$ cat config.mk
export PLATFORM = sky130hd
export DESIGN_NAME = priority_interrupt_dispatch
export DESIGN_NICKNAME = d
export VERILOG_FILES = /design/src/rtl/pid_pkg.sv /design/src/rtl/priority_interrupt_dispatch.sv
export VERILOG_INCLUDE_DIRS = /design/src /design/src/rtl
export SDC_FILE = /design/constraint.sdc
export NUM_CORES = 1
export LEC_CHECK = 0
export ABC_AREA = 1
export BUFFER_PORTS_ARGS = -buffer_cell sky130_fd_sc_hd__clkbuf_2
export CORE_MARGIN = 8
export CORE_UTILIZATION = 50
export CTS_CLUSTER_SIZE = 16
export DETAILED_ROUTE_END_ITERATION = 16
export PLACE_DENSITY = 0.77
export SKIP_CTS_REPAIR_TIMING = 1
export SYNTH_ARGS = -nofsm -noshare
export SYNTH_HDL_FRONTEND = slang
export SYNTH_SLANG_ARGS = --single-unit
$ cat constraint.sdc
create_clock -name clk -period 19.7 [get_ports clk]
set_input_delay 2.955 -clock clk [delete_from_list [all_inputs] [get_ports clk]]
set_output_delay 2.955 -clock clk [all_outputs]
set_load 0.03 [all_outputs]
$ cat src/rtl/priority_interrupt_dispatch_macros.svh
// Assertion macros shared by the interrupt dispatch RTL.
`ifndef PRIORITY_INTERRUPT_DISPATCH_MACROS_SVH
`define PRIORITY_INTERRUPT_DISPATCH_MACROS_SVH

// Same-cycle implication, disabled during reset.
`define PID_ASSERT_NOW(label, clk, rst_n, ante, cons, msg) \
	label: assert property (@(posedge clk) disable iff (!(rst_n)) (ante) |-> (cons)) \
		else $error(msg);

// Next-cycle implication, disabled during reset.
`define PID_ASSERT_NEXT(label, clk, rst_n, ante, cons, msg) \
	label: assert property (@(posedge clk) disable iff (!(rst_n)) (ante) |=> (cons)) \
		else $error(msg);

`endif

$ cat src/rtl/pid_pkg.sv
// Shared constants and types for the priority interrupt dispatch block.
package pid_pkg;

	localparam int PEND_W   = 16;
	localparam int LINE_W   = 4;
	localparam int LEVEL_W  = 4;
	localparam int KIND_W   = 2;
	localparam int DATA_W   = 64;
	localparam int ADDR_W   = 5;
	localparam int KEY_W    = 1 + LEVEL_W + LINE_W;

	localparam int LINES_DEF        = 16;
	localparam int SWITCH_LINE_DEF  = 15;
	localparam int SWITCH_LEVEL_DEF = 7;

	// Item kinds
	localparam logic [KIND_W-1:0] KIND_RAISE = 2'd0;
	localparam logic [KIND_W-1:0] KIND_TIMER = 2'd1;
	localparam logic [KIND_W-1:0] KIND_IO    = 2'd2;
	localparam logic [KIND_W-1:0] KIND_CLAIM = 2'd3;

	// Register indexes (byte address = 8 * index)
	localparam logic [1:0] REG_LINE_LEVELS   = 2'd0;
	localparam logic [1:0] REG_TIMER_LINES   = 2'd1;
	localparam logic [1:0] REG_IO_LINES      = 2'd2;
	localparam logic [1:0] REG_HANDLER_LINES = 2'd3;

	typedef struct packed {
		logic               claimed;
		logic [LINE_W-1:0]  claimed_line;
		logic [LEVEL_W-1:0] claimed_level;
		logic               runs_handler;
		logic               is_switch;
		logic [PEND_W-1:0]  pending_after;
	} result_t;

endpackage

$ cat src/rtl/priority_interrupt_dispatch.sv
// Priority interrupt dispatch: pend lines, then claim the best unmasked one.
//
// Usage:
//   Request channel (req_valid/req_ready) carries one event beat: kind selects
//   a single-line raise, a timer-class raise, an I/O-class raise or a bare
//   claim; current_level is the running priority (0 masks nothing) and masked
//   suppresses the claim. Every request beat yields exactly one response beat
//   on rsp_valid/rsp_ready with the claimed line, its level, handler/switch
//   flags and the pending bits left behind.
//   Path: a taken beat is registered in the input stage, then in the response
//   register that drives the response port. Throughput: one beat per cycle
//   while rsp_ready is not held low, set by the single pass of
//   pend-merge, 16-way min-level tree and pending update between the input
//   stage and the response register.
//   Stall: when the receiver holds rsp_ready low, the response register holds,
//   the input stage fills once more and req_ready drops until space frees.
//   Reset: pending bits, all configuration registers and both valid flags
//   clear. Configuration is written over the APB port (64-bit data, register
//   i at byte address 8*i); pready is always high.
module priority_interrupt_dispatch #(
	parameter int LINES        = pid_pkg::LINES_DEF,
	parameter int SWITCH_LINE  = pid_pkg::SWITCH_LINE_DEF,
	parameter int SWITCH_LEVEL = pid_pkg::SWITCH_LEVEL_DEF
) (
	input  logic                        clk,
	input  logic                        arst_n,
	// configuration
	input  logic                        psel,
	input  logic                        penable,
	input  logic                        pwrite,
	input  logic [pid_pkg::ADDR_W-1:0]  paddr,
	input  logic [pid_pkg::DATA_W-1:0]  pwdata,
	output logic [pid_pkg::DATA_W-1:0]  prdata,
	output logic                        pready,
	// request channel
	input  logic                        req_valid,
	output logic                        req_ready,
	input  logic [pid_pkg::KIND_W-1:0]  kind,
	input  logic [pid_pkg::LINE_W-1:0]  line,
	input  logic [pid_pkg::LEVEL_W-1:0] current_level,
	input  logic                        masked,
	// response channel
	output logic                        rsp_valid,
	input  logic                        rsp_ready,
	output logic                        claimed,
	output logic [pid_pkg::LINE_W-1:0]  claimed_line,
	output logic [pid_pkg::LEVEL_W-1:0] claimed_level,
	output logic                        runs_handler,
	output logic                        is_switch,
	output logic [pid_pkg::PEND_W-1:0]  pending_after
);

`include "priority_interrupt_dispatch_macros.svh"

	localparam int PW = pid_pkg::PEND_W;
	localparam int LW = pid_pkg::LINE_W;
	localparam int VW = pid_pkg::LEVEL_W;
	localparam int KW = pid_pkg::KEY_W;
	// Only lines below both LINES and the pending width exist.
	localparam int NL = (LINES > PW) ? PW : LINES;
	localparam logic [PW-1:0] LINE_MASK = PW'((64'd1 << NL) - 64'd1);
	localparam int TREE_D = $clog2(PW);

	// Configuration registers
	logic [pid_pkg::DATA_W-1:0] line_levels_q;
	logic [PW-1:0]              timer_lines_q;
	logic [PW-1:0]              io_lines_q;
	logic [PW-1:0]              handler_lines_q;

	// Input stage
	logic                s1_valid_s1;
	logic [pid_pkg::KIND_W-1:0] kind_s1;
	logic [LW-1:0]       line_s1;
	logic [VW-1:0]       cur_s1;
	logic                masked_s1;

	// Pending state and response register
	logic [PW-1:0]       pending_q;
	logic                rsp_valid_q;
	pid_pkg::result_t    rsp_q;

	logic                cfg_wr;
	logic [1:0]          cfg_idx;
	logic                advance;

	logic [PW-1:0]       raise;
	logic [PW-1:0]       merged;
	logic [KW-1:0]       node [0:TREE_D][0:PW-1];
	logic [VW-1:0]       lvl;
	logic                elig;
	logic [KW-1:0]       winner;
	logic                found;
	logic [LW-1:0]       best;
	logic                sw;
	pid_pkg::result_t    res;

	// ---------------------------------------------------------------
	// APB configuration: write on the access phase, decode on 8-byte slots.
	// ---------------------------------------------------------------
	assign pready  = 1'b1;
	assign cfg_wr  = psel && penable && pwrite;
	assign cfg_idx = paddr[4:3];

	always_ff @(posedge clk or negedge arst_n) begin
		if (!arst_n) begin
			line_levels_q   <= '0;
			timer_lines_q   <= '0;
			io_lines_q      <= '0;
			handler_lines_q <= '0;
		end else if (cfg_wr) begin
			case (cfg_idx)
				pid_pkg::REG_LINE_LEVELS:   line_levels_q   <= pwdata;
				pid_pkg::REG_TIMER_LINES:   timer_lines_q   <= pwdata[PW-1:0];
				pid_pkg::REG_IO_LINES:      io_lines_q      <= pwdata[PW-1:0];
				pid_pkg::REG_HANDLER_LINES: handler_lines_q <= pwdata[PW-1:0];
				default: ;
			endcase
		end
	end

	always_comb begin
		case (cfg_idx)
			pid_pkg::REG_LINE_LEVELS:   prdata = line_levels_q;
			pid_pkg::REG_TIMER_LINES:   prdata = pid_pkg::DATA_W'(timer_lines_q);
			pid_pkg::REG_IO_LINES:      prdata = pid_pkg::DATA_W'(io_lines_q);
			pid_pkg::REG_HANDLER_LINES: prdata = pid_pkg::DATA_W'(handler_lines_q);
			default:                    prdata = '0;
		endcase
	end

	// ---------------------------------------------------------------
	// Handshake: the input stage drains into the response register whenever
	// that register is empty or being taken this cycle.
	// ---------------------------------------------------------------
	assign advance   = s1_valid_s1 && (!rsp_valid_q || rsp_ready);
	assign req_ready = !s1_valid_s1 || advance;

	always_ff @(posedge clk or negedge arst_n) begin
		if (!arst_n) begin
			s1_valid_s1 <= 1'b0;
		end else if (req_ready) begin
			s1_valid_s1 <= req_valid;
		end
	end

	// Payload of the input stage needs no reset.
	always_ff @(posedge clk) begin
		if (req_valid && req_ready) begin
			kind_s1   <= kind;
			line_s1   <= line;
			cur_s1    <= current_level;
			masked_s1 <= masked;
		end
	end

	// ---------------------------------------------------------------
	// Pend: merge the event into the pending bits, drop absent lines.
	// ---------------------------------------------------------------
	always_comb begin
		raise = '0;
		case (kind_s1)
			pid_pkg::KIND_RAISE: begin
				if (int'(line_s1) < NL)
					raise = PW'(1) << line_s1;
			end
			pid_pkg::KIND_TIMER: raise = timer_lines_q;
			pid_pkg::KIND_IO:    raise = io_lines_q;
			default:             raise = '0;
		endcase
		merged = (pending_q | raise) & LINE_MASK;
	end

	// ---------------------------------------------------------------
	// Claim: key = {not eligible, level, index}; the smallest key wins, so
	// the lowest level takes it and ties go to the lowest index.
	// ---------------------------------------------------------------
	always_comb begin
		for (int r = 0; r <= TREE_D; r++)
			for (int j = 0; j < PW; j++)
				node[r][j] = '1;
		for (int i = 0; i < PW; i++) begin
			lvl  = (i == SWITCH_LINE) ? VW'(SWITCH_LEVEL) : line_levels_q[VW*i +: VW];
			elig = merged[i] && !masked_s1 && ((cur_s1 == '0) || (lvl < cur_s1));
			node[0][i] = {!elig, lvl, LW'(i)};
		end
		for (int r = 0; r < TREE_D; r++)
			for (int j = 0; j < (PW >> (r + 1)); j++)
				node[r+1][j] = (node[r][2*j] <= node[r][2*j+1]) ?
					node[r][2*j] : node[r][2*j+1];
		winner = node[TREE_D][0];
	end

	assign found = !winner[KW-1];
	assign best  = winner[LW-1:0];
	// A switch line outside the existing lines is never pending, so never matches.
	assign sw    = found && (int'(best) == SWITCH_LINE);

	always_comb begin
		res = '0;
		if (found) begin
			res.claimed       = 1'b1;
			res.claimed_line  = best;
			res.claimed_level = winner[LW +: VW];
			res.runs_handler  = !sw && handler_lines_q[best];
			res.is_switch     = sw;
			res.pending_after = merged & ~(PW'(1) << best);
		end else begin
			res.pending_after = merged;
		end
	end

	// ---------------------------------------------------------------
	// Commit: pending state and response register advance together.
	// ---------------------------------------------------------------
	always_ff @(posedge clk or negedge arst_n) begin
		if (!arst_n) begin
			pending_q   <= '0;
			rsp_valid_q <= 1'b0;
		end else begin
			if (advance)
				pending_q <= res.pending_after;
			if (advance)
				rsp_valid_q <= 1'b1;
			else if (rsp_ready)
				rsp_valid_q <= 1'b0;
		end
	end

	always_ff @(posedge clk) begin
		if (advance)
			rsp_q <= res;
	end

	assign rsp_valid     = rsp_valid_q;
	assign claimed       = rsp_q.claimed;
	assign claimed_line  = rsp_q.claimed_line;
	assign claimed_level = rsp_q.claimed_level;
	assign runs_handler  = rsp_q.runs_handler;
	assign is_switch     = rsp_q.is_switch;
	assign pending_after = rsp_q.pending_after;

	// ---------------------------------------------------------------
	// Assertions
	// ---------------------------------------------------------------
	`PID_ASSERT_NOW(a_claim_clears, clk, arst_n, rsp_valid_q && rsp_q.claimed, !rsp_q.pending_after[rsp_q.claimed_line], "claimed line still pending")
	`PID_ASSERT_NEXT(a_state_tracks_rsp, clk, arst_n, advance, (pending_q == rsp_q.pending_after) && rsp_valid_q, "pending state differs from last response")
	`PID_ASSERT_NOW(a_switch_no_handler, clk, arst_n, rsp_valid_q && rsp_q.is_switch, rsp_q.claimed && !rsp_q.runs_handler, "switch claim reports a handler")
	`PID_ASSERT_NOW(a_no_claim_zero, clk, arst_n, rsp_valid_q && !rsp_q.claimed, (rsp_q.claimed_line == '0) && (rsp_q.claimed_level == '0) && !rsp_q.is_switch, "empty claim carries data")

endmodule
* Word-level counts from Yosys, hierarchy flattened *
Index checks and enable logic that the tools add are counted.

cells by class
  add/sub/neg operators = 0
  multiply operators = 0
  divide/modulo/power cells = 0
  order comparisons = 32
  eq/ne operators = 6
  shift operators = 2
  mux-type cells = 23
  bitwise logic cells = 3
  reductions and logical operators = 85

operators with widths
  operator                                                                       number
  64-bit case mux with 4 select lines                                            1
  9-bit <= comparator                                                            15
  9-bit 2-to-1 mux                                                               15
  4-bit less-than comparator                                                     15
  16-bit case mux with 3 select lines                                            1
  1-bit logical AND                                                              38
  1-bit by 4-bit << shifter with 16-bit output (first input constant)            2
  1-bit zero test                                                                21
  1-bit logical OR                                                               18
  16-bit bitwise AND                                                             1
  16-bit 2-to-1 mux                                                              1
  16-bit NOT                                                                     1
  16-bit OR                                                                      1
  11-bit 2-to-1 mux                                                              1
  2-bit AND reduction                                                            4
  2-bit equality test (second input constant)                                    3
  4-bit by 5-bit less-than comparator with 1-bit output (second input constant)  1
  1-bit binary-select mux with 4-bit select                                      1
  2-bit by 1-bit equality test with 1-bit output (second input constant)         2
  4-bit by 1-bit equality test with 1-bit output (second input constant)         1
  2-bit zero test                                                                2
  4-bit zero test                                                                1
  3-bit by 4-bit less-than comparator with 1-bit output (first input constant)   1
  1-bit 2-to-1 mux                                                               3
  2-bit nonzero test                                                             1

storage, ports and cells
  register bits after elaboration = 168
  latch bits = 0
  bits in writable memories = 0
  bits in read-only memories = 0
  input bits = 87
  output and inout bits = 94
  word-level logic and storage cells = 168
  memories kept = 0

* Longest topological paths before layout *
Gate-level depths: netlist of the first run.

  word-level depth = 19
  depth in mapped cells = 50

* Least setup slack after synthesis of the first run *
No wires, ideal clock.

  path kind = input port to output port
  from = input paddr[3] (netlist bit)
  to = output prdata[5] (netlist bit)
  data arrival time = 4.278 ns
  required time = 16.745 ns
  slack = 12.467 ns
  cell stages on the path = 4
  path buffers = 1
  path through = nor2_1 inv_1 clkbuf_1 o21ai_0

on the way
  word-level cells in the longest chain between the ends = 2
  elaborated cells between the ends (all ways) = 5
  classes of those cells = eq/ne: 3; mux: 1; reduce/logical: 1

ends and longest elaborated chain
  item                                               RTL line                            RTL
  start: declaration                                 priority_interrupt_dispatch.sv:31   input logic [pid_pkg::ADDR_W-1:0] paddr,
  2-bit equality test, or another cell as far along  priority_interrupt_dispatch.sv:122  case (cfg_idx)
  64-bit case mux with 4 select lines (*)            priority_interrupt_dispatch.sv:122
  end: declaration                                   priority_interrupt_dispatch.sv:33   output logic [pid_pkg::DATA_W-1:0] prdata,

Mark *: on every way between the ends. The rest lies on a longest branch, timed or not.

* Final worst setup path of the first run *
  from = register cur_s1[1]
  to = register rsp_q (netlist bit runs_handler), data pin

on the way
  word-level cells in the longest chain between the ends = 16
  elaborated cells between the ends (all ways) = 102
  classes of those cells = order compare: 31; eq/ne: 1; mux: 17; reduce/logical: 53

ends and longest elaborated chain
  item                                                                               RTL line                            RTL
  start: declaration                                                                 priority_interrupt_dispatch.sv:74   logic [VW-1:0] cur_s1;
  start signal: assignment                                                           priority_interrupt_dispatch.sv:151  cur_s1 <= current_level;
  4-bit less-than comparator, or another cell as far along                           priority_interrupt_dispatch.sv:183  elig = merged[i] && !masked_s1 && ((cur_s1 == '0) || (lvl < cur_s1));
  1-bit logical OR                                                                   priority_interrupt_dispatch.sv:183
  1-bit logical AND                                                                  priority_interrupt_dispatch.sv:183
  1-bit zero test                                                                    priority_interrupt_dispatch.sv:184  node[0][i] = {!elig, lvl, LW'(i)};
  9-bit <= comparator                                                                priority_interrupt_dispatch.sv:188  node[r+1][j] = (node[r][2*j] <= node[r][2*j+1]) ?
  9-bit 2-to-1 mux                                                                   priority_interrupt_dispatch.sv:188
  9-bit <= comparator                                                                priority_interrupt_dispatch.sv:188
  9-bit 2-to-1 mux                                                                   priority_interrupt_dispatch.sv:188
  9-bit <= comparator                                                                priority_interrupt_dispatch.sv:188
  9-bit 2-to-1 mux                                                                   priority_interrupt_dispatch.sv:188
  9-bit <= comparator                                                                priority_interrupt_dispatch.sv:188
  9-bit 2-to-1 mux (*)                                                               priority_interrupt_dispatch.sv:188
  branches (longest 4 deep; another with 1-bit binary-select mux with 4-bit select)  n/a
  end signal: assignment                                                             priority_interrupt_dispatch.sv:231  rsp_q <= res;
  end: declaration                                                                   priority_interrupt_dispatch.sv:80   pid_pkg::result_t rsp_q;

Every way passes the cells marked *. The select of a mux whose other input is x is not followed.
A chain may end at the register's enable or synchronous reset.

==> out/results.txt, run 1 <==
Crit path max fanout: 15
Most numerous cell on the critical path: nand2_1
P&R area growth vs syn: 15.12%
Synth area leader: dfrtp_1
R2R Setup Slk: 10.93 ns
Worst slew pin tran: 1.106 ns
First-pass GRT wire length: 51.15 mm
I/O pin cnt: 181
Mux cell area share after synthesis: 0%
CP Capture Type: register
Slew Limit Fails: 0
Slew margin rel.: 25.82%
Synth Area in Adders: 11.60%
Drt drc: 0
Die width: 163.6 um
I/O Buffers: 176
FMAX: 114.0 MHz
Hold WC Path Type: register to register
Largest family of logic cells by synthesized area: simple AND/OR/NAND/NOR gates
WS Path Type: register to register
Status: completed
Most common cell after layout, fill and taps aside: nand2_1
Die Y: 163.6 um
Largest net degree at the start of global routing: 75
Grt total ovfl: 0
Cells after synthesis: 1409
Synth Area in XOR/XNOR: 0%
Ys Warns: 0
Register area share after synthesis: 40.34%
Clock transition at path regs: 0.07 ns
Syn nets: 1597
Final setup TNS: 0 ns
Most frequent cells in the layout: 355 x nand2_1, 175 x clkbuf_2, 148 x inv_1, 136 x nor2_1, 135 x o21ai_0
Simple-gate portion of the synthesized area: 23.19%
Vias in the first global route: 10006
Asr flop ratio synth: 77.38%
Clk buf depth: 2
Final setup fails: 0
Top_reg_cell synth: dfrtp_1
Final ANT Viol Nets: 0
Critical Path Start: cur_s1[1]
Largest stage delay on the critical path: 0.60 ns
WHS: 0.4923 ns
RD Place Congestion: 0.9316
Post-synth EDFFs: 38
CP arrival: 8.96 ns
Startpoint Class: register
TritonCTS Sinks: 168
Layout cells sized above 1: 16.71%
Slowest CP cell: a31oi_1
Max Clock Skew: 0.01541 ns
Cell area after synthesis: 0.01089 sq mm
Synth unique cells: 46
Gr usage total: 23.84%
Antenna Diode Count: 0
DR vias/cell: 5.591
Post-DR wirelength/cell: 17.22 um
Yosys top cell area share: 29.86%
Row cnt: 54
Routed vias: 10366
Area of the core: 0.02162 sq mm
RSZ-0062 raised after global routing: false
Reg2reg end: runs_handler
Max-Cap Viols: 0
Clk_lat worst skew: 0.44 ns
CTS tree: built
Compound-gate portion of the synthesized area: 17.36%
Min cycle time layout: 8.771 ns
CTS Root Cell: clkbuf_16
Final hold violation count: 0
Worst Path Required: 19.89 ns
Antenna violations before repair: 0
Nets@finish: 1749
Final WL: 31.93 mm
Detailed Routing Iterations Pass 1: 5
Initial DRC count: 925
Yosys reg bits: 168
CP Capture Point: runs_handler
Fill cells: 1976
Period utilization: 44.52%
Reg-to-Reg Start: cur_s1[1]
H-tree levels: 4
Reg2Reg Depth: 38
Starting density of the core: 50.38%
Num CTS Buffers: 17
Mean Syn Cell Area: 7.731 sq um
DIE AREA: 0.02677 sq mm
Top cells by area, synth: dfrtp_1 30%, nand2_1 12%, ha_1 12%, edfxtp_1 10%, o21ai_0 6.2%
Dpl hpwl: 23.91 mm
sequential cells by signal (all words and copies together) (netlist names):
signal	count
kind_s1	2
claimed_level	4
claimed_line	4
pending_after	16
pending_q	16
masked_s1	1
s1_valid_s1	1
is_switch	1
line_levels_q	64
claimed	1
runs_handler	1
line_s1	4
handler_lines_q	16
io_lines_q	16
cur_s1	4
timer_lines_q	16
rsp_valid	1
worst min-delay path by stage:
stage          depth (start not counted)                  end  slack [ns]                 from
3_5_place_dp                           2        pending_q[14]        0.47        pending_q[14]
3_3_place_gp                           2        pending_q[14]        0.47        pending_q[14]
2_1_floorplan                          2        pending_q[12]        0.45        pending_q[12]
4_1_cts                                2        pending_q[14]        0.49        pending_q[14]
6_report                               2  handler_lines_q[11]        0.49  handler_lines_q[11]
5_1_grt                                2   handler_lines_q[5]        0.50   handler_lines_q[5]
final cells by class:
| type | count | area, sq um | area share [%] |
|---|---|---|---|
| well taps | 280 | 350.3 | 2.794 |
| repair buffers | 182 | 928.4 | 7.404 |
| multi-input cells | 1033 | 5692 | 45.39 |
| inverters | 159 | 596.8 | 4.760 |
| flip-flops and latches | 168 | 4394 | 35.04 |
| clock buffers | 21 | 475.5 | 3.792 |
| clock inverters | 11 | 102.6 | 0.8182 |
metrics by stage:
step	area, sq um	std cells	setup slack, ns	util [%]
final	12540	1854	10.93	58.00
after global placement	11960	1822	11.24	55.32
after global routing	12540	1854	10.12	58.00
after CTS	12540	1854	11.00	58.00
after detailed placement	11960	1822	11.09	55.32
after floorplan	10890	1409	12.47	-
critical path: cells and delay by family (launching register included):
family,cells,cell delay (ns)
compound gates,14,3.54
fa+ha+maj,5,1.65
flops,1,0.43
buf+inv,4,0.77
simple gates,15,2.12
cells by family (layout without fill, tap and decap cells):
logic type | after synthesis | in the layout
AOI/OAI and AO/OA | 330 | 330
adders and majority gates | 101 | 101
and+or+nand+nor | 601 | 601
buffers and inverters | 208 | 373
other | 1 | 1
DFF | 168 | 168
layer usage:
layer	GRT usage [%]	up-vias	routed length (um)
met5	0	-	0
met3	5.318	67	2692
met2	38.94	460	14810
met4	7.851	0	824
li1	-	5010	-
met1	30.80	4829	13610
cell usage after synthesis, types with 20 or more instances:
master and instances:
a211oi_1 20, a21oi_1 102, clkbuf_1 35, dfrtp_1 130
edfxtp_1 38, ha_1 101, inv_1 149, nand2_1 356
nand3_1 46, nor2_1 136, o21ai_0 135
Power of run 1 is not shown: default switching activity piles up to over one toggle a cycle in this logic, so the estimate is an artifact.
==> inputs of run 2 (changes only) <==
--- a/config.mk
+++ b/config.mk
@@ -12,7 +12,7 @@
 export CORE_UTILIZATION = 50
 export CTS_CLUSTER_SIZE = 16
 export DETAILED_ROUTE_END_ITERATION = 16
-export PLACE_DENSITY = 0.77
+export PLACE_DENSITY = 0.8
 export SKIP_CTS_REPAIR_TIMING = 1
 export SYNTH_ARGS = -nofsm -noshare
 export SYNTH_HDL_FRONTEND = slang
==> constraint.sdc (replaced) <==
create_clock -name clk -period 7.7 [get_ports clk]
set_input_delay 1.155 -clock clk [delete_from_list [all_inputs] [get_ports clk]]
set_output_delay 1.155 -clock clk [all_outputs]
set_load 0.03 [all_outputs]
==> run 2 against run 1 <==
Global-route usage rose by 0.43 points; critical path type unchanged; register-to-register slack got worse by 10 ns; non-clock buffer count rose by 36; clock skew barely moved; routed wire length rose by 1.2%; via count rose by 0.81%; count of clock-buffer cells in the layout fell by 3; sequential share of layout area fell by 0.93 points; setup slack got worse by 10 ns; critical path depth rose by 6; highest routed layer unchanged.
==> out/results.txt, run 2 (synthesized netlist as in run 1, its figures left out) <==
DIE AREA: 0.02677 sq mm (unchanged)
FMAX: 138.5 MHz (+22%)
Post-DR wirelength/cell: 17.10 um (-0.74%)
Dpl cell area: 0.01216 sq mm (+1.7%)
Final setup fails: 0 (unchanged)
CTS tree: built
Routed vias: 10450 (+0.81%)
First-pass GRT wire length: 51.59 mm (+0.86%)
Most common cell after layout, fill and taps aside: nand2_1
Fill cells: 1979 (+0.15%)
Nets@finish: 1786 (+2.1%)
RD Place Congestion: 0.9731 (+4.5%)
Period utilization: 93.75% (+49 points)
Crit path max fanout: 11 (-4)
P&R area growth vs syn: 18.25%
Clock transition at path regs: 0.07 ns (about the same)
CP arrival: 7.41 ns (-1.55 ns)
Row cnt: 54 (unchanged)
Largest register FFs: 64 (unchanged)
Delay-heaviest family, CP: simple AND/OR/NAND/NOR gates
TritonCTS Sinks: 168 (unchanged)
Max Clock Skew: 0.01587 ns (+0.0004687 ns)
Gr usage total: 24.27% (+0.43 points)
Final WL: 32.31 mm (+1.2%)
Max-Cap Viols: 0 (unchanged)
Worst path buffer plus inverter count: 8 (+4)
DR vias/cell: 5.529 (-1.1%)
Drt drc: 0 (unchanged)
Largest net degree at the start of global routing: 101 (+35%)
H-tree levels: 4 (unchanged)
Slowest CP cell: edfxtp_1
CTS Root Cell: clkbuf_16
I/O Buffers: 176 (unchanged)
Worst slew pin tran: 1.117 ns (+0.01071 ns)
Antenna violations before repair: 0 (unchanged)
Die Y: 163.6 um (unchanged)
CP Capture Type: register
Dpl hpwl: 24.00 mm (+0.36%)
Initial DRC count: 853 (-7.8%)
Final ANT Viol Nets: 0 (unchanged)
Area of the core: 0.02162 sq mm (unchanged)
Largest stage delay on the critical path: 0.42 ns (-0.18 ns)
Cell area after layout: 0.01288 sq mm (+2.7%)
Detailed Routing Iterations Pass 1: 5 (unchanged)
Hold WC Path Type: register to register
Min cycle time layout: 7.219 ns (-1.552 ns)
Status: completed
Starting density of the core: 50.38% (unchanged)
Vias in the first global route: 10182 (+1.8%)
Final hold violation count: 0 (unchanged)
I/O pin cnt: 181 (unchanged)
WS Path Type: register to register
Slew margin rel.: 25.11% (-0.72 points)
Num CTS Buffers: 17 (unchanged)
Layout cells sized above 1: 19.75% (+3.0 points)
Most frequent cells in the layout: 353 x nand2_1, 175 x clkbuf_2, 145 x inv_1, 134 x nor2_1, 130 x dfrtp_1
Worst Path Required: 7.89 ns (-12.00 ns)
Slew Limit Fails: 0 (unchanged)
Clk buf depth: 2 (unchanged)
Die width: 163.6 um (unchanged)
Clk_lat worst skew: 0.44 ns (about the same)
Startpoint Class: register
Antenna Diode Count: 0 (unchanged)
Most numerous cell on the critical path: nand2_1
Biggest register: line_levels_q
Grt total ovfl: 0 (unchanged)
[run 2: cell count changes in the layout (fill, tap and decap cells not counted), sizes merged]
cell,previous run,this run
buf,7,43
clkbuf,196,193
clkinv,4,6
clkinvlp,1,2
[run 2: layer usage]
metal | wire length [um] | GRT usage [%]
met4 | 1154 | 10.66
met5 | 0 | 0
met2 | 14910 | 38.97
met1 | 12940 | 29.25
met3 | 3307 | 8.090
[run 2: final cells by class]
| cell class | instances | area [sq um] | area share (%) |
|---|---|---|---|
| multi-input cells | 1033 | 5764 | 44.75 |
| flip-flops and latches | 168 | 4394 | 34.11 |
| well taps | 280 | 350.3 | 2.720 |
| inverters | 159 | 603.1 | 4.682 |
| clock buffers | 18 | 439.2 | 3.409 |
| clock inverters | 13 | 111.4 | 0.8645 |
| repair inverters | 1 | 7.507 | 0.05828 |
| repair buffers | 218 | 1211 | 9.403 |
[run 2: tightest hold or removal path, delay by kind of cell (launching register included)]
kind            cells  cell delay, ns
compound gates      1            0.06
flops               1            0.35
simple gates        1            0.05
[run 2: final timing paths]
| path | start | to | slack, ns | depth (start not counted) |
|---|---|---|---|---|
| min in group asynchronous | arst_n | line_levels_q[44] | 0.86 | 1 |
| hold reg to reg | handler_lines_q[6] | handler_lines_q[6] | 0.49 | 2 |
| setup / recovery | cur_s1[1] | runs_handler | 0.48 | 44 |
| setup reg to reg | cur_s1[1] | runs_handler | 0.48 | 44 |
| hold / removal | handler_lines_q[6] | handler_lines_q[6] | 0.49 | 2 |
| max in group asynchronous | arst_n | io_lines_q[5] | 5.50 | 2 |
[run 2: per-stage QoR]
stage	cells	TNS, ns	hold slack, ns	util, %	worst slack (ns)
floorplan	1409	0	0.4505	-	0.8265
global placement	1847	0	0.4656	56.25	0.2652
detailed placement	1847	0	0.4737	56.25	0.1627
CTS	1878	0	0.4901	58.80	0.07788
global route	1890	-0.01765	0.5075	59.58	-0.01765
finish	1890	0	0.4926	59.58	0.4814
Power of run 2 is left out for the same reason.
==> inputs of run 3 (changes only) <==
--- a/config.mk
+++ b/config.mk
@@ -6,7 +6,6 @@
 export SDC_FILE = /design/constraint.sdc
 export NUM_CORES = 1
 export LEC_CHECK = 0
-export ABC_AREA = 1
 export BUFFER_PORTS_ARGS = -buffer_cell sky130_fd_sc_hd__clkbuf_2
 export CORE_MARGIN = 8
 export CORE_UTILIZATION = 50
==> run 3 against run 2 <==
Synthesized cell count down 24%; the flow now finishes with violations (setup timing); sequential share of layout area down 5.5 points; setup slack worse by 0.52 ns; critical endpoint is now pending_q[13]; flip-flop and latch count unchanged; count of clock-buffer cells in the layout unchanged.
==> out/results.txt, run 3 <==
Routed vias: 10817 (+3.5%)
Asr flop ratio synth: 77.38% (unchanged)
Clock transition at path regs: 0.07 ns (about the same)
Biggest register: line_levels_q
Antenna violations before repair: 0 (unchanged)
Final setup fails: 7 (+7)
Final setup TNS: -0.07662 ns (-0.07662 ns)
Mean Syn Cell Area: 10.84 sq um (+40%)
Syn nets: 1254 (-21%)
Slew margin rel.: 26.32% (+1.2 points)
Vias in the first global route: 10796 (+6.0%)
Post-synth top cells: 130 x dfrtp_1, 118 x mux2_2, 101 x ha_1, 63 x nor2_1, 58 x nand2_1
Hold WC Path Type: register to register
Starting density of the core: 51.05% (+0.67 points)
Metal3 WL: 3.069 mm (-7.2%)
P&R area growth vs syn: 33.03%
Most common cell in the netlist: dfrtp_1
Worst slew pin tran: 1.104 ns (-0.01257 ns)
Final hold violation count: 0 (unchanged)
Post-DR wirelength/cell: 23.05 um (+35%)
Cell area after layout: 0.01538 sq mm (+19%)
TritonCTS Sinks: 168 (unchanged)
Max Clock Skew: 0.01344 ns (-0.002439 ns)
Die width: 168.0 um (+2.7%)
Cells after synthesis: 1066 (-24%)
CP arrival: 8.12 ns (+0.71 ns)
Yosys reg bits: 168 (unchanged)
Crit path max fanout: 7 (-4)
Drt drc: 0 (unchanged)
Largest register FFs: 64 (unchanged)
Detailed Routing Iterations Pass 1: 6 (+1)
Row cnt: 55 (+1.9%)
Dpl cell area: 0.01404 sq mm (+15%)
DR vias/cell: 6.256 (+13%)
WS Path Type: register to register
Largest net degree at the start of global routing: 87 (-14%)
Layout cells sized above 1: 47.09% (+27 points)
CP Capture Type: register
Grt total ovfl: 0 (unchanged)
Top cells by area, synth: dfrtp_1 28%, mux2_2 11%, ha_1 11%, edfxtp_1 9.9%, mux4_2 3.1%
I/O pin cnt: 181 (unchanged)
H-tree levels: 4 (unchanged)
DIE AREA: 0.02824 sq mm (+5.5%)
DR WL met2: 19.58 mm (+31%)
Largest stage delay on the critical path: 0.40 ns (-0.02 ns)
Most numerous cell on the critical path: buf_4
FMAX: 129.3 MHz (-6.7%)
Clk_lat worst skew: 0.44 ns (about the same)
Hold Startpoint: s1_valid_s1
Top sig layer: met4
Reg-to-Reg Start: kind_s1[0]
Nets@finish: 1619 (-9.4%)
Slowest CP cell: edfxtp_1
Min cycle time layout: 7.737 ns (+0.5180 ns)
Final WL: 39.86 mm (+23%)
Status: finished with violations
RD Place Congestion: 0.9480 (-2.6%)
Critical Path Start: kind_s1[0]
Post-synth EDFFs: 38 (unchanged)
Antenna Diode Count: 0 (unchanged)
Initial DRC count: 1082 (+27%)
I/O Buffers: 176 (unchanged)
Num CTS Buffers: 17 (unchanged)
Startpoint Class: register
Post-layout util: 67.91% (+8.3 points)
Setup WS post-layout: -0.03657 ns (-0.5180 ns)
Register area share after synthesis: 38.02% (-2.3 points)
Gr usage total: 25.65% (+1.4 points)
Yosys top cell area share: 28.14% (-1.7 points)
Synth area leader: dfrtp_1
CTS Root Cell: clkbuf_16
WHS: 0.4998 ns (+0.007190 ns)
Failing checks: setup timing
Dpl hpwl: 27.03 mm (+13%)
Most common cell after layout, fill and taps aside: buf_4
First-pass GRT wire length: 57.64 mm (+12%)
Die Y: 168.0 um (+2.7%)
Worst Path Required: 8.08 ns (+0.19 ns)
Max-Cap Viols: 0 (unchanged)
Slew Limit Fails: 0 (unchanged)
Period utilization: 100.5% (+6.7 points)
Top_reg_cell synth: dfrtp_1
Final ANT Viol Nets: 0 (unchanged)
Synth unique cells: 96 (+110%)
Clk buf depth: 2 (unchanged)
Ys Warns: 0 (unchanged)
Cell area after synthesis: 0.01156 sq mm (+6.1%)
Most frequent cells in the layout: 199 x buf_4, 175 x clkbuf_2, 130 x dfrtp_1, 117 x mux2_2, 92 x ha_1
Area of the core: 0.02264 sq mm (+4.7%)
Met1 WL: 15.14 mm (+17%)
CTS tree: built
==> run 3: cell type report <==
type	instances	area, sq um
fillers	1548	7264
well taps	285	356.6
clock inverters	14	136.4
repair inverters	1	8.758
repair buffers	383	2500
multi-input cells	802	7328
clock buffers	18	429.2
inverters	58	222.7
flip-flops and latches	168	4394
==> run 3: path summary, 6_finish.rpt <==
path / endpoint / depth (start not counted) / slack, ns
max in group asynchronous: line_levels_q[46] / 2 / 5.62
max reg2reg: pending_q[13] / 36 / -0.04
max: pending_q[13] / 36 / -0.04
min reg2reg: rsp_valid / 1 / 0.50
min: rsp_valid / 1 / 0.50
min in group asynchronous: line_levels_q[3] / 1 / 0.68
==> run 3: metrics by stage <==
stage | worst slack (ns) | cells
2_1_floorplan | 0.0005067 | 1066
3_3_place_gp | -0.01447 | 1662
3_5_place_dp | -0.1877 | 1662
4_1_cts | -0.3597 | 1694
5_1_grt | -0.3965 | 1729
6_report | -0.03657 | 1729
==> run 3: logic make-up after synthesis <==
family / count (synthesis) / synth area share (%)
AO/OA/AOI/OAI: 265 / 17.01
adder cells (fa/ha/maj): 101 / 10.93
buffers and inverters: 96 / 3.377
flip-flops: 168 / 38.02
multiplexers: 170 / 18.21
other: 1 / 0.03244
AND/OR/NAND/NOR: 265 / 12.43
==> run 3: layer usage <==
layer  up-vias  global-route usage (%)
met4         0                   12.77
met1      5349                   30.71
li1       4745                       -
met3       162                   5.309
met5         -                       0
met2       561                   43.29
==> run 3: worst max-delay path: cells and delay by family, from the launching register on <==
| kind | cells | cell delay, ns |
|---|---|---|
| compound gates | 16 | 3.04 |
| fa+ha+maj | 4 | 1.07 |
| buf+inv | 8 | 1.12 |
| flops | 1 | 0.40 |
| mux | 4 | 1.20 |
| simple gates | 4 | 0.84 |
Power of run 3 is left out for the same reason.
